===== src/hw/rtl/ddts_pkg.sv =====
// ----------------------------------------------------------------------------
// ddts_pkg: shared types and constants for the turn steering block
// Holds the CORDIC angle table, mode codes, sequencer states and the
// front/back queue entry.
// ----------------------------------------------------------------------------
package ddts_pkg;

    localparam int CordicSteps = 16;
    localparam int StepW       = $clog2(CordicSteps + 1);
    localparam int CoordW      = 48;
    localparam int AngW        = 32;
    localparam int DivW        = 32;
    localparam int DivCntW     = $clog2(DivW + 1);

    localparam logic [2:0] CfgHard   = 3'd0;
    localparam logic [2:0] CfgSoft   = 3'd1;
    localparam logic [2:0] CfgNone   = 3'd2;
    localparam logic [2:0] CfgMaxSpd = 3'd3;

    typedef enum logic [1:0]
    {
        MODE_NONE = 2'd0,
        MODE_SOFT = 2'd1,
        MODE_HARD = 2'd2
    } mode_t;

    // Front sequencer states
    typedef enum logic [1:0]
    {
        F_IDLE,
        F_ITER,
        F_GAIN,
        F_OUT
    } fstate_t;

    // Back sequencer states
    typedef enum logic [1:0]
    {
        B_IDLE,
        B_MUL,
        B_DIV,
        B_OUT
    } bstate_t;

    // Entry handed from front (CORDIC) to back (mode and speeds)
    typedef struct packed
    {
        logic signed [15:0] ang;
        logic [15:0]        len;
    } vec_t;

    function automatic logic [31:0] atan_lut(input logic [4:0] idx);
        logic [31:0] r;
        begin
            case (idx)
                5'd0:  r = 32'h20000000;
                5'd1:  r = 32'h12E4051E;
                5'd2:  r = 32'h09FB385B;
                5'd3:  r = 32'h051111D4;
                5'd4:  r = 32'h028B0D43;
                5'd5:  r = 32'h0145D7E1;
                5'd6:  r = 32'h00A2F61E;
                5'd7:  r = 32'h00517C55;
                5'd8:  r = 32'h0028BE53;
                5'd9:  r = 32'h00145F2F;
                5'd10: r = 32'h000A2F98;
                5'd11: r = 32'h000517CC;
                5'd12: r = 32'h00028BE6;
                5'd13: r = 32'h000145F3;
                5'd14: r = 32'h0000A2FA;
                5'd15: r = 32'h0000517D;
                5'd16: r = 32'h000028BE;
                5'd17: r = 32'h0000145F;
                5'd18: r = 32'h00000A30;
                5'd19: r = 32'h00000518;
                5'd20: r = 32'h0000028C;
                5'd21: r = 32'h00000146;
                5'd22: r = 32'h000000A3;
                5'd23: r = 32'h00000051;
                default: r = 32'h0;
            endcase
            return r;
        end
    endfunction

endpackage


===== src/hw/rtl/ddts_front.sv =====
// ----------------------------------------------------------------------------
// ddts_front: heading vector to angle and length
// Iterative CORDIC in vectoring mode, one micro-rotation per cycle, then a
// gain multiply that yields the vector length.
// ----------------------------------------------------------------------------
module ddts_front
(
    input  logic                clk,
    input  logic                rst_n,
    input  logic                in_valid,
    output logic                in_ready,
    input  logic signed [15:0]  hx,
    input  logic signed [15:0]  hy,
    output logic                out_valid,
    input  logic                out_ready,
    output ddts_pkg::vec_t      out_vec
);

    ddts_pkg::fstate_t               state_reg, state_next;
    logic [ddts_pkg::StepW-1:0]      step_reg, step_next;
    logic signed [ddts_pkg::CoordW-1:0] x_reg, x_next, y_reg, y_next;
    logic [ddts_pkg::AngW-1:0]       z_reg, z_next;
    logic                            zero_reg, zero_next;
    ddts_pkg::vec_t                  vec_reg, vec_next;

    logic signed [ddts_pkg::CoordW-1:0] xs, ys, x0, y0, xc;
    logic [31:0]                     a16w;
    logic [64:0]                     prod;

    assign xs = x_reg >>> step_reg;
    assign ys = y_reg >>> step_reg;
    assign x0 = ddts_pkg::CoordW'(hx) <<< 8;
    assign y0 = ddts_pkg::CoordW'(hy) <<< 8;
    assign xc = x_reg[ddts_pkg::CoordW-1] ? '0 : x_reg;
    assign a16w = z_reg + 32'h8000;
    assign prod = 65'(unsigned'(xc)) * 65'd39797 + 65'(64'd1 << 23);

    assign in_ready  = (state_reg == ddts_pkg::F_IDLE);
    assign out_valid = (state_reg == ddts_pkg::F_OUT);
    assign out_vec   = vec_reg;

    // Hold state, vector and angle accumulator
    always_ff @(posedge clk or negedge rst_n)
    begin
        if (!rst_n)
        begin
            state_reg <= ddts_pkg::F_IDLE;
        end
        else
        begin
            state_reg <= state_next;
        end
    end

    always_ff @(posedge clk)
    begin
        step_reg <= step_next;
        x_reg    <= x_next;
        y_reg    <= y_next;
        z_reg    <= z_next;
        zero_reg <= zero_next;
        vec_reg  <= vec_next;
    end

    // Advance the CORDIC sequencer
    always_comb
    begin
        state_next = state_reg;
        step_next  = step_reg;
        x_next     = x_reg;
        y_next     = y_reg;
        z_next     = z_reg;
        zero_next  = zero_reg;
        vec_next   = vec_reg;
        case (state_reg)
            ddts_pkg::F_IDLE:
            begin
                if (in_valid)
                begin
                    zero_next = (hx == 16'sd0) && (hy == 16'sd0);
                    step_next = '0;
                    state_next = ddts_pkg::F_ITER;
                    if (hx < 0)
                    begin
                        if (hy >= 0)
                        begin
                            x_next = y0;
                            y_next = -x0;
                            z_next = 32'h40000000;
                        end
                        else
                        begin
                            x_next = -y0;
                            y_next = x0;
                            z_next = 32'hC0000000;
                        end
                    end
                    else
                    begin
                        x_next = x0;
                        y_next = y0;
                        z_next = '0;
                    end
                end
            end
            ddts_pkg::F_ITER:
            begin
                if (!y_reg[ddts_pkg::CoordW-1])
                begin
                    x_next = x_reg + ys;
                    y_next = y_reg - xs;
                    z_next = z_reg + ddts_pkg::atan_lut(5'(step_reg));
                end
                else
                begin
                    x_next = x_reg - ys;
                    y_next = y_reg + xs;
                    z_next = z_reg - ddts_pkg::atan_lut(5'(step_reg));
                end
                step_next = step_reg + 1'b1;
                if (step_reg == ddts_pkg::StepW'(ddts_pkg::CordicSteps - 1))
                begin
                    state_next = ddts_pkg::F_GAIN;
                end
            end
            ddts_pkg::F_GAIN:
            begin
                if (zero_reg)
                begin
                    vec_next.ang = '0;
                    vec_next.len = '0;
                end
                else
                begin
                    vec_next.ang = a16w[31:16];
                    vec_next.len = prod[39:24];
                end
                state_next = ddts_pkg::F_OUT;
            end
            ddts_pkg::F_OUT:
            begin
                if (out_ready)
                begin
                    state_next = ddts_pkg::F_IDLE;
                end
            end
            default:
            begin
                state_next = ddts_pkg::F_IDLE;
            end
        endcase
    end

endmodule


===== src/hw/rtl/ddts_queue.sv =====
// ----------------------------------------------------------------------------
// ddts_queue: two-entry queue between front and back
// Lets the CORDIC start the next heading while the back end is busy.
// ----------------------------------------------------------------------------
module ddts_queue
(
    input  logic            clk,
    input  logic            rst_n,
    input  logic            in_valid,
    output logic            in_ready,
    input  ddts_pkg::vec_t  in_data,
    output logic            out_valid,
    input  logic            out_ready,
    output ddts_pkg::vec_t  out_data
);

    ddts_pkg::vec_t mem_reg [2];
    logic           wp_reg, rp_reg;
    logic [1:0]     cnt_reg;
    logic           push, pop;

    assign in_ready  = (cnt_reg != 2'd2);
    assign out_valid = (cnt_reg != 2'd0);
    assign out_data  = mem_reg[rp_reg];
    assign push      = in_valid && in_ready;
    assign pop       = out_valid && out_ready;

    // Advance pointers and count
    always_ff @(posedge clk or negedge rst_n)
    begin
        if (!rst_n)
        begin
            wp_reg  <= 1'b0;
            rp_reg  <= 1'b0;
            cnt_reg <= 2'd0;
        end
        else
        begin
            if (push)
            begin
                wp_reg <= ~wp_reg;
            end
            if (pop)
            begin
                rp_reg <= ~rp_reg;
            end
            cnt_reg <= cnt_reg + {1'b0, push} - {1'b0, pop};
        end
    end

    always_ff @(posedge clk)
    begin
        if (push)
        begin
            mem_reg[wp_reg] <= in_data;
        end
    end

endmodule


===== src/hw/rtl/ddts_back.sv =====
// ----------------------------------------------------------------------------
// ddts_back: turn mode and wheel speeds
// Hysteresis mode update, serial divide for the soft-turn factor,
// saturation and a result register.
// ----------------------------------------------------------------------------
module ddts_back
(
    input  logic                clk,
    input  logic                rst_n,
    input  logic                in_valid,
    output logic                in_ready,
    input  ddts_pkg::vec_t      in_vec,
    input  logic [15:0]         hard_thr,
    input  logic [15:0]         soft_thr,
    input  logic [15:0]         none_thr,
    input  logic [14:0]         max_spd,
    output logic                out_valid,
    input  logic                out_ready,
    output logic signed [15:0]  left_speed,
    output logic signed [15:0]  right_speed,
    output logic [1:0]          turn_mode,
    output logic                speed_saturated
);

    ddts_pkg::bstate_t               state_reg, state_next;
    ddts_pkg::mode_t                 mode_reg, mode_next;
    logic [15:0]                     base_reg, base_next;
    logic [15:0]                     num_reg, num_next;
    logic                            pos_reg, pos_next;
    logic [ddts_pkg::DivW-1:0]       dvd_reg, dvd_next, quo_reg, quo_next;
    logic [ddts_pkg::DivW:0]         rem_reg, rem_next;
    logic [ddts_pkg::DivCntW-1:0]    cnt_reg, cnt_next;
    logic signed [15:0]              left_reg, left_next, right_reg, right_next;
    logic                            sat_reg, sat_next;

    logic [15:0]                     absa, lenv;
    ddts_pkg::mode_t                 m0, m1, m2;
    logic [ddts_pkg::DivW:0]         rem_sh;
    logic signed [18:0]              s1, s2, lv, rv;

    assign in_ready        = (state_reg == ddts_pkg::B_IDLE);
    assign out_valid       = (state_reg == ddts_pkg::B_OUT);
    assign left_speed      = left_reg;
    assign right_speed     = right_reg;
    assign turn_mode       = mode_reg;
    assign speed_saturated = sat_reg;

    assign absa = in_vec.ang[15] ? 16'(-in_vec.ang) : in_vec.ang;
    assign lenv = in_vec.len;

    // Hysteresis update of the turn mode
    always_comb
    begin
        m0 = mode_reg;
        if (m0 == ddts_pkg::MODE_HARD && absa <= soft_thr)
        begin
            m0 = ddts_pkg::MODE_SOFT;
        end
        m1 = m0;
        if (m0 == ddts_pkg::MODE_SOFT)
        begin
            if (absa > hard_thr)
            begin
                m1 = ddts_pkg::MODE_HARD;
            end
            else if (absa <= none_thr)
            begin
                m1 = ddts_pkg::MODE_NONE;
            end
        end
        m2 = m1;
        if (m1 == ddts_pkg::MODE_NONE)
        begin
            if (absa > hard_thr)
            begin
                m2 = ddts_pkg::MODE_HARD;
            end
            else if (absa > none_thr)
            begin
                m2 = ddts_pkg::MODE_SOFT;
            end
        end
    end

    assign rem_sh = {rem_reg[ddts_pkg::DivW-1:0], dvd_reg[ddts_pkg::DivW-1]};

    // Pick inner and outer wheel speeds; they are saturated when latched below
    always_comb
    begin
        case (mode_reg)
            ddts_pkg::MODE_SOFT:
            begin
                s1 = 19'(quo_reg);
                s2 = 19'({base_reg, 1'b0}) - 19'(quo_reg);
            end
            ddts_pkg::MODE_HARD:
            begin
                s1 = -19'(max_spd);
                s2 = 19'(max_spd);
            end
            default:
            begin
                s1 = 19'(base_reg);
                s2 = 19'(base_reg);
            end
        endcase
        lv = pos_reg ? s1 : s2;
        rv = pos_reg ? s2 : s1;
    end

    always_ff @(posedge clk or negedge rst_n)
    begin
        if (!rst_n)
        begin
            state_reg <= ddts_pkg::B_IDLE;
            mode_reg  <= ddts_pkg::MODE_NONE;
        end
        else
        begin
            state_reg <= state_next;
            mode_reg  <= mode_next;
        end
    end

    always_ff @(posedge clk)
    begin
        base_reg  <= base_next;
        num_reg   <= num_next;
        pos_reg   <= pos_next;
        dvd_reg   <= dvd_next;
        quo_reg   <= quo_next;
        rem_reg   <= rem_next;
        cnt_reg   <= cnt_next;
        left_reg  <= left_next;
        right_reg <= right_next;
        sat_reg   <= sat_next;
    end

    // Sequence: load, multiply, divide one bit a cycle in soft turn, present result
    always_comb
    begin
        state_next = state_reg;
        mode_next  = mode_reg;
        base_next  = base_reg;
        num_next   = num_reg;
        pos_next   = pos_reg;
        dvd_next   = dvd_reg;
        quo_next   = quo_reg;
        rem_next   = rem_reg;
        cnt_next   = cnt_reg;
        left_next  = left_reg;
        right_next = right_reg;
        sat_next   = sat_reg;
        case (state_reg)
            ddts_pkg::B_IDLE:
            begin
                if (in_valid)
                begin
                    mode_next = m2;
                    base_next = (lenv < {1'b0, max_spd}) ? lenv : {1'b0, max_spd};
                    num_next  = hard_thr - absa;
                    pos_next  = !in_vec.ang[15] && (in_vec.ang != 16'sd0);
                    quo_next  = '0;
                    state_next = ddts_pkg::B_MUL;
                end
            end
            ddts_pkg::B_MUL:
            begin
                dvd_next = 32'(base_reg) * 32'(num_reg) + 32'(hard_thr[15:1]);
                rem_next = '0;
                cnt_next = '0;
                if (mode_reg == ddts_pkg::MODE_SOFT && hard_thr != 16'd0)
                begin
                    state_next = ddts_pkg::B_DIV;
                end
                else
                begin
                    quo_next = '0;
                    state_next = ddts_pkg::B_OUT;
                end
            end
            ddts_pkg::B_DIV:
            begin
                if (cnt_reg == ddts_pkg::DivCntW'(ddts_pkg::DivW))
                begin
                    state_next = ddts_pkg::B_OUT;
                end
                else
                begin
                    dvd_next = {dvd_reg[ddts_pkg::DivW-2:0], 1'b0};
                    if (rem_sh >= 33'(hard_thr))
                    begin
                        rem_next = rem_sh - 33'(hard_thr);
                        quo_next = {quo_reg[ddts_pkg::DivW-2:0], 1'b1};
                    end
                    else
                    begin
                        rem_next = rem_sh;
                        quo_next = {quo_reg[ddts_pkg::DivW-2:0], 1'b0};
                    end
                    cnt_next = cnt_reg + 1'b1;
                end
            end
            ddts_pkg::B_OUT:
            begin
                if (out_ready)
                begin
                    state_next = ddts_pkg::B_IDLE;
                end
            end
            default:
            begin
                state_next = ddts_pkg::B_IDLE;
            end
        endcase
        // Latch saturated speeds on entry to the output state
        if (state_next == ddts_pkg::B_OUT && state_reg != ddts_pkg::B_OUT)
        begin
            left_next  = (lv > 19'sd32767) ? 16'sh7FFF : 16'(lv);
            right_next = (rv > 19'sd32767) ? 16'sh7FFF : 16'(rv);
            sat_next   = (lv > 19'sd32767) || (rv > 19'sd32767);
        end
    end

endmodule


===== src/hw/rtl/differential_drive_turn_steering.sv =====
// ----------------------------------------------------------------------------
// differential_drive_turn_steering: three-mode heading steering
// Soft turn takes longer than the other modes, since the 32-step serial
// divider runs only there. The CORDIC front and the back end each take a new
// heading only once done with the last; a two-entry queue between them lets the
// front go on while the back end is busy. Reset (rst_n, async low) clears turn
// mode to no turn and loads default thresholds.
// ----------------------------------------------------------------------------
module differential_drive_turn_steering
(
    input  logic        clk,
    input  logic        rst_n,
    input  logic        s_axis_tvalid,
    output logic        s_axis_tready,
    input  logic [31:0] s_axis_tdata,   // heading_x[15:0], heading_y[31:16]
    output logic        m_axis_tvalid,
    input  logic        m_axis_tready,
    output logic [39:0] m_axis_tdata,   // left, right, turn_mode, speed_saturated
    input  logic        cfg_we,
    input  logic [1:0]  cfg_index,
    input  logic [15:0] cfg_data
);

    logic [15:0]    hard_reg, soft_reg, none_reg;
    logic [14:0]    max_reg;
    logic           fv, fr, qv, qr;
    ddts_pkg::vec_t fvec, qvec;
    logic signed [15:0] ls, rs;
    logic [1:0]     tm;
    logic           sat;

    // Write configuration registers
    always_ff @(posedge clk or negedge rst_n)
    begin
        if (!rst_n)
        begin
            hard_reg <= 16'd16384;
            soft_reg <= 16'd12743;
            none_reg <= 16'd1820;
            max_reg  <= 15'd2560;
        end
        else if (cfg_we)
        begin
            case ({1'b0, cfg_index})
                ddts_pkg::CfgHard:   hard_reg <= cfg_data;
                ddts_pkg::CfgSoft:   soft_reg <= cfg_data;
                ddts_pkg::CfgNone:   none_reg <= cfg_data;
                ddts_pkg::CfgMaxSpd: max_reg  <= cfg_data[14:0];
                default: ;
            endcase
        end
    end

    ddts_front u_front
    (
        .clk(clk), .rst_n(rst_n),
        .in_valid(s_axis_tvalid), .in_ready(s_axis_tready),
        .hx(s_axis_tdata[15:0]), .hy(s_axis_tdata[31:16]),
        .out_valid(fv), .out_ready(fr), .out_vec(fvec)
    );

    ddts_queue u_queue
    (
        .clk(clk), .rst_n(rst_n),
        .in_valid(fv), .in_ready(fr), .in_data(fvec),
        .out_valid(qv), .out_ready(qr), .out_data(qvec)
    );

    ddts_back u_back
    (
        .clk(clk), .rst_n(rst_n),
        .in_valid(qv), .in_ready(qr), .in_vec(qvec),
        .hard_thr(hard_reg), .soft_thr(soft_reg),
        .none_thr(none_reg), .max_spd(max_reg),
        .out_valid(m_axis_tvalid), .out_ready(m_axis_tready),
        .left_speed(ls), .right_speed(rs),
        .turn_mode(tm), .speed_saturated(sat)
    );

    assign m_axis_tdata = {5'd0, sat, tm, rs, ls};

endmodule


===== config.mk =====
export PLATFORM = sky130hd
export DESIGN_NAME = differential_drive_turn_steering
export DESIGN_NICKNAME = d
export VERILOG_FILES = /design/src/hw/rtl/ddts_pkg.sv /design/src/hw/rtl/ddts_front.sv /design/src/hw/rtl/ddts_queue.sv /design/src/hw/rtl/ddts_back.sv /design/src/hw/rtl/differential_drive_turn_steering.sv
export SDC_FILE = /design/constraint.sdc
export NUM_CORES = 2
export LEC_CHECK = 0
export BUFFER_PORTS_ARGS = -buffer_cell sky130_fd_sc_hd__buf_4
export CAP_MARGIN = 20
export CORE_MARGIN = 2
export CORE_UTILIZATION = 60
export DETAILED_ROUTE_END_ITERATION = 16
export HOLD_SLACK_MARGIN = 0.15
export PLACE_DENSITY = 0.85
export SYNTH_ARGS = -nofsm -noshare
export SYNTH_HDL_FRONTEND = slang
export SYNTH_HIERARCHICAL = 1
export SYNTH_SLANG_ARGS = --single-unit

===== constraint.sdc =====
create_clock -name clk -period 15.35 [get_ports clk]
set_clock_uncertainty 0.1 [all_clocks]
set_input_delay 2.3025 -clock clk [delete_from_list [all_inputs] [get_ports clk]]
set_output_delay 2.3025 -clock clk [all_outputs]
set_load 0.01 [all_outputs]

# Yosys cells after proc, flatten, opt, wreduce, memory -nomap -nowiden
# Memories as Yosys holds them, arrays and structs flattened. A register that Yosys moved wholly into a read port is not among the register bits.
# Cells that the tools add are included.
# classes
addsub	20
n_mul	2
n_lt_le_gt_ge	10
n_eq_ne	23
shift	2
muxes	60
n_bitwise	2
reduce_logical	31
# ops
op	n
48-bit two-way mux	8
32-bit two-way mux	11
32-bit one-hot mux with 2 select lines	3
48-bit one-hot mux with 2 select lines	2
48-bit adder	2
24-bit negation with 48-bit output	2
48-bit by 5-bit >>> shifter with 48-bit output	2
48-bit subtractor	2
19-bit two-way mux	5
19-bit one-hot mux with 2 select lines	2
19-bit one-hot mux with 3 select lines	1
48-bit by 16-bit multiplier with 40-bit output (second input constant)	1
47-bit two-way mux	1
40-bit by 24-bit adder with 40-bit output (second input constant)	1
19-bit by 16-bit > comparator with 1-bit output (second input constant)	2
33-bit by 16-bit greater-or-equal comparator with 1-bit output	1
32-bit by 15-bit adder with 32-bit output	1
32-bit by 16-bit adder with 32-bit output (second input constant)	1
32-bit adder	1
16-bit > comparator	2
16-bit <= comparator	2
16-bit zero test	2
16-bit by 16-bit multiplier with 32-bit output	1
16-bit nonzero test	2
38 further kinds	92
# word_totals
regBits	394
ram_bits	64
mem_bits_ro	1920
input_bits	55
output_inout_bits	42
memories	3
# memory_table
name	depth	word_bits	read_ports	rd_clocked_by_memory_dff	wr	line	rtl
(name not given)	32	30	1	1	0	ddts_pkg.sv:55	case (idx)
(name not given)	32	30	1	1	0	ddts_pkg.sv:55	
u_queue.mem_reg	2	32	1	0	1	ddts_queue.sv:17	ddts_pkg::vec_t mem_reg [2];

# Depth between registers and ports, before layout
# An unclocked memory read counts as a cell.
# logic_depth
ltp_word	12
depth_mapped	33
ltp_nobuf	26

# Modules after synthesis
# Netlist, hierarchy kept.
# modules_own_cells
module	n_inst	cells_each	area_per_inst_um2
ddts_front	1	3846	33886.2
ddts_back	1	2282	20412.1
ddts_queue	1	117	2519.9
differential_drive_turn_steering	1	141	2444.8

# Worst setup path before layout
# No wires, ideal clock.
# synth_timing
path_kind	input-to-reg
start	input s_axis_tvalid
end	register (tool-made name)
setup_ns	0.130
arrival_time_ns	7.479
required_ns	15.120
slack_ns	7.640
path_stages	8
path_buffers	0
path_cell_list	and2_1 > nor2_1 > clkinv_1 > a21oi_1 > nor2_1 > or3_1 > nand4_1 > o21ai_0
# synth_lines
item	line	rtl
start, declared	differential_drive_turn_steering.sv:13	input logic s_axis_tvalid,

# Final worst setup path
# layout_timing
start	register u_front/step_reg[1] in the netlist's numbering
end	register u_front/y_reg[46] in the netlist's numbering, data pin
# layout_via
elab_chain_cells	4
word_cells_on_any_way	5
classes_between	add/sub: 2; shift: 1; mux: 2
# layout_rtl
item	line	rtl
start, declared	ddts_front.sv:20	logic [ddts_pkg::StepW-1:0] step_reg, step_next;
start signal, assigned	ddts_front.sv:57	step_reg <= step_next;
48-bit by 5-bit >>> shifter with 48-bit output (*)	ddts_front.sv:30	assign xs = x_reg >>> step_reg;
48-bit subtractor or 48-bit adder (tied branches)	ddts_front.sv:111, ddts_front.sv:117	
48-bit two-way mux (*)	ddts_front.sv:108	if (!y_reg[ddts_pkg::CoordW-1])
48-bit one-hot mux with 2 select lines (*)	ddts_front.sv:75	case (state_reg)
named net u_front.y_next (one bit)	ddts_front.sv:21	logic signed [ddts_pkg::CoordW-1:0] x_reg, x_next, y_reg, y_next;
end signal, assigned	ddts_front.sv:59	y_reg <= y_next;
end, declared	ddts_front.sv:21	
# The timed path passes the listed nets; every way through them passes the cells marked *.
# A chain may end at the register's enable or synchronous reset.

==> results.json <==
{
  "status": "complete, no violations",
  "grt_usage": 0.320,
  "hp-class": "reg2reg",
  "grt_first_pass_wirelength_um": 261000,
  "design.core.area_sq_um": 98100,
  "postCtsHoldBufs": 0,
  "ios": 97,
  "synthSimpleGateAreaFrac": 0.145,
  "grt_pass1_vias": 48401,
  "synthCells": 6386,
  "io_buffers": 91,
  "hpwl_um": 125000,
  "busiest_layer": "met2",
  "die_h_um": 318,
  "synth_edf_count": 385,
  "syn2layout_area_growth_pct": 5.58,
  "globalRouteOverflowTotal": 0,
  "clock-sinks": 488,
  "max-slew-margin-rel": 0.268,
  "fin_crit_sh": 0.575,
  "wirelength_um": 165000,
  "clk_latency_ps": 670,
  "synth_fa_ha_area_frac": 0.247,
  "synthXorXnorAreaFrac": 0.0619,
  "cts.clk_slew.worst_paths_ps": 60,
  "synth_compound_area_frac": 0.139,
  "slowest_delay_ps": 810,
  "synth_top_area_frac": 0.195,
  "worst-endpoint-required_ps": 15680,
  "startpoint_type": "flip-flop",
  "tritoncts": "built",
  "slew_violations": 0,
  "placed_cells": 7530,
  "synthMuxAreaShare": 0.0957,
  "ant_nets": 0,
  "critPathSlowestCell": "buf_4",
  "synth_top_family_by_area": "adder cells",
  "htreeDepth": 2,
  "gp_congestion": 0.990,
  "setup_violations": 0,
  "async_flop_share": 0.150,
  "grt_max_degree": 116,
  "min-delay-start": "u_front/out_vec[17]",
  "ys_seq_elements": 488,
  "synthFlopType": "edfxtp_1",
  "clockBufferDepth": 3,
  "yosys.area.top_type": "edfxtp_1",
  "grtUsageMet2": 0.516,
  "wl_per_cell_um": 21.6,
  "hold_viol": 0,
  "antenna_found_initial": 1,
  "rsz0062_at_grt": "no",
  "num_rows": 115,
  "min_path_cells": 0,
  "cts-root-buf": "clkbuf_16",
  "drt_pass1_iterations": 6,
  "cts_resized": 0,
  "crit_start": "u_front/step_reg[1]",
  "fin_setup_tns_ps": 0,
  "ys_seq_area_frac": 0.236,
  "layout.cells.non_filler": 7641,
  "initial_core_util": 0.604,
  "drive_above_1_share": 0.0930,
  "vias_per_cell": 6.37,
  "numCtsBuffers": 58,
  "met3_usage": 0.0675,
  "worstSetupPathType": "reg2reg",
  "multi_input_area_sq_um": 40900,
  "avgSynthCellArea_sq_um": 9.28,
  "nets": 7275,
  "arrival_ps": 9160,
  "met1_usage": 0.414,
  "yosys_warnings": 6,
  "synth.distinct_cells": 119,
  "period_needed_ps": 8830,
  "cts_post_setup_buffers_inserted": 0,
  "nFillCells": 7843,
  "drcViolationCount": 0,
  "drv_cap": 0,
  "vias": 48674,
  "finish.utilization": 0.638,
  "fmax_mhz": 113,
  "synthTopCellsByArea": "edfxtp_1 20%, fa_1 14%, ha_1 10%",
  "dieArea_sq_um": 101000,
  "drt_iter0_markers": 5127,
  "largest_register_ffs": 64,
  "regArea_sq_um": 14000,
  "die-width_um": 318,
  "critPathMaxFanout": 78,
  "worst_slew_pin_slew_ps": 1090,
  "whs_ps": 345,
  "r2r_cells": 25,
  "worstSetupEndpointType": "flip-flop",
  "syn-cell-area_sq_um": 59300,
  "r2r_start": "u_front/step_reg[1]"
}
==> per-stage QoR <==
step / setup WS (ps) / instance area [sq um]
floorplan: 7640 / 59300
global placement: 6780 / 60600
detailed placement: 6530 / 60600
CTS: 6480 / 62500
global route: 5880 / 62600
finish: 6520 / 62600
==> cell usage after synthesis, types with 15 or more instances <==
library cell / number
inv_1: 792
nand2_1: 537
ha_1: 496
nor2_1: 463
fa_1: 420
edfxtp_1: 385
a21oi_1: 359
o21ai_0: 335
xnor2_1: 271
clkbuf_1: 194
and2_1: 168
mux2_2: 165
xor2_1: 148
a21o_1: 135
nor3_1: 122
mux2i_1: 109
mux4_2: 93
nand3_1: 93
nor2b_1: 89
nand2b_1: 63
dfrtp_1: 56
a31oi_1: 54
a211oi_1: 46
o21a_1: 39
nand4_1: 38
o211ai_1: 38
and3_1: 35
or3_1: 34
buf_1: 30
dfxtp_1: 30
nor4_1: 30
o31ai_1: 30
a221oi_1: 29
o21bai_1: 27
mux4_1: 23
o22ai_1: 23
a21boi_0: 21
buf_4: 18
dfstp_2: 17
or4_1: 17
a31o_2: 16
buf_2: 16
buf_6: 16
or2_2: 16
a211o_1: 15
==> final timing paths <==
kind                                               end  slack [ps]
worst max-delay path                 u_front/y_reg[46]        6520
worst min-delay path            u_queue/mem_reg[1][17]         340
worst max register to register       u_front/y_reg[46]        6520
worst min register to register  u_queue/mem_reg[1][17]         340
max in group asynchronous           u_queue/cnt_reg[1]       12790
min in group asynchronous                  hard_reg[3]        1690
==> cells by family (layout without fill, tap and decap cells) <==
kind of cell | count (synthesis) | in the layout
simple gates | 1774 | 1774
compound gates | 1304 | 1304
buf+inv | 1089 | 1052
fa+ha+maj | 919 | 919
flops | 488 | 488
xor+xnor | 419 | 419
mux | 391 | 391
other cells | 2 | 7
==> per-layer routing <==
layer,up-vias,wire length [um]
li1,22023,-
met1,23585,65000
met2,2556,75500
met3,508,16000
met4,2,8340
met5,-,12
==> cell usage in the layout, fill, tap and decap left out, types with 88 or more instances in the layout <==
cell type and instances:
inv_1 791, a21oi_1 357, nand3_1 93, xnor2_1 271, xor2_1 148, nand2_1 536
edfxtp_1 385, mux4_2 93, mux2i_1 109, ha_1 495, mux2_2 165, nor2b_1 88
and2_1 168, nor2_1 462, o21ai_0 335, fa_1 420, buf_4 142, a21o_1 135
nor3_1 122
==> critical path: cells and delay by family, from the launching register on <==
| family | cells | cell delay [ps] |
|---|---|---|
| XOR/XNOR | 2 | 350 |
| multiplexers | 4 | 1420 |
| AO/OA/AOI/OAI | 7 | 2340 |
| buffers and inverters | 2 | 1580 |
| AND/OR/NAND/NOR | 8 | 1760 |
| adder cells (fa/ha/maj) | 2 | 560 |
| flip-flops | 1 | 370 |
==> cell type report <==
class | count | area share
timing repair buffer | 144 | 0.0177
multi-input combinational | 4813 | 0.653
sequential | 488 | 0.224
tap | 1287 | 0.0257
inverter | 799 | 0.0481
clock inverter | 36 | 0.00718
antenna | 1 | 0.0000400
clock buffer | 73 | 0.0243
Power is not shown: default switching activity piles up to over one toggle a cycle in this logic, so the estimate is an artifact.
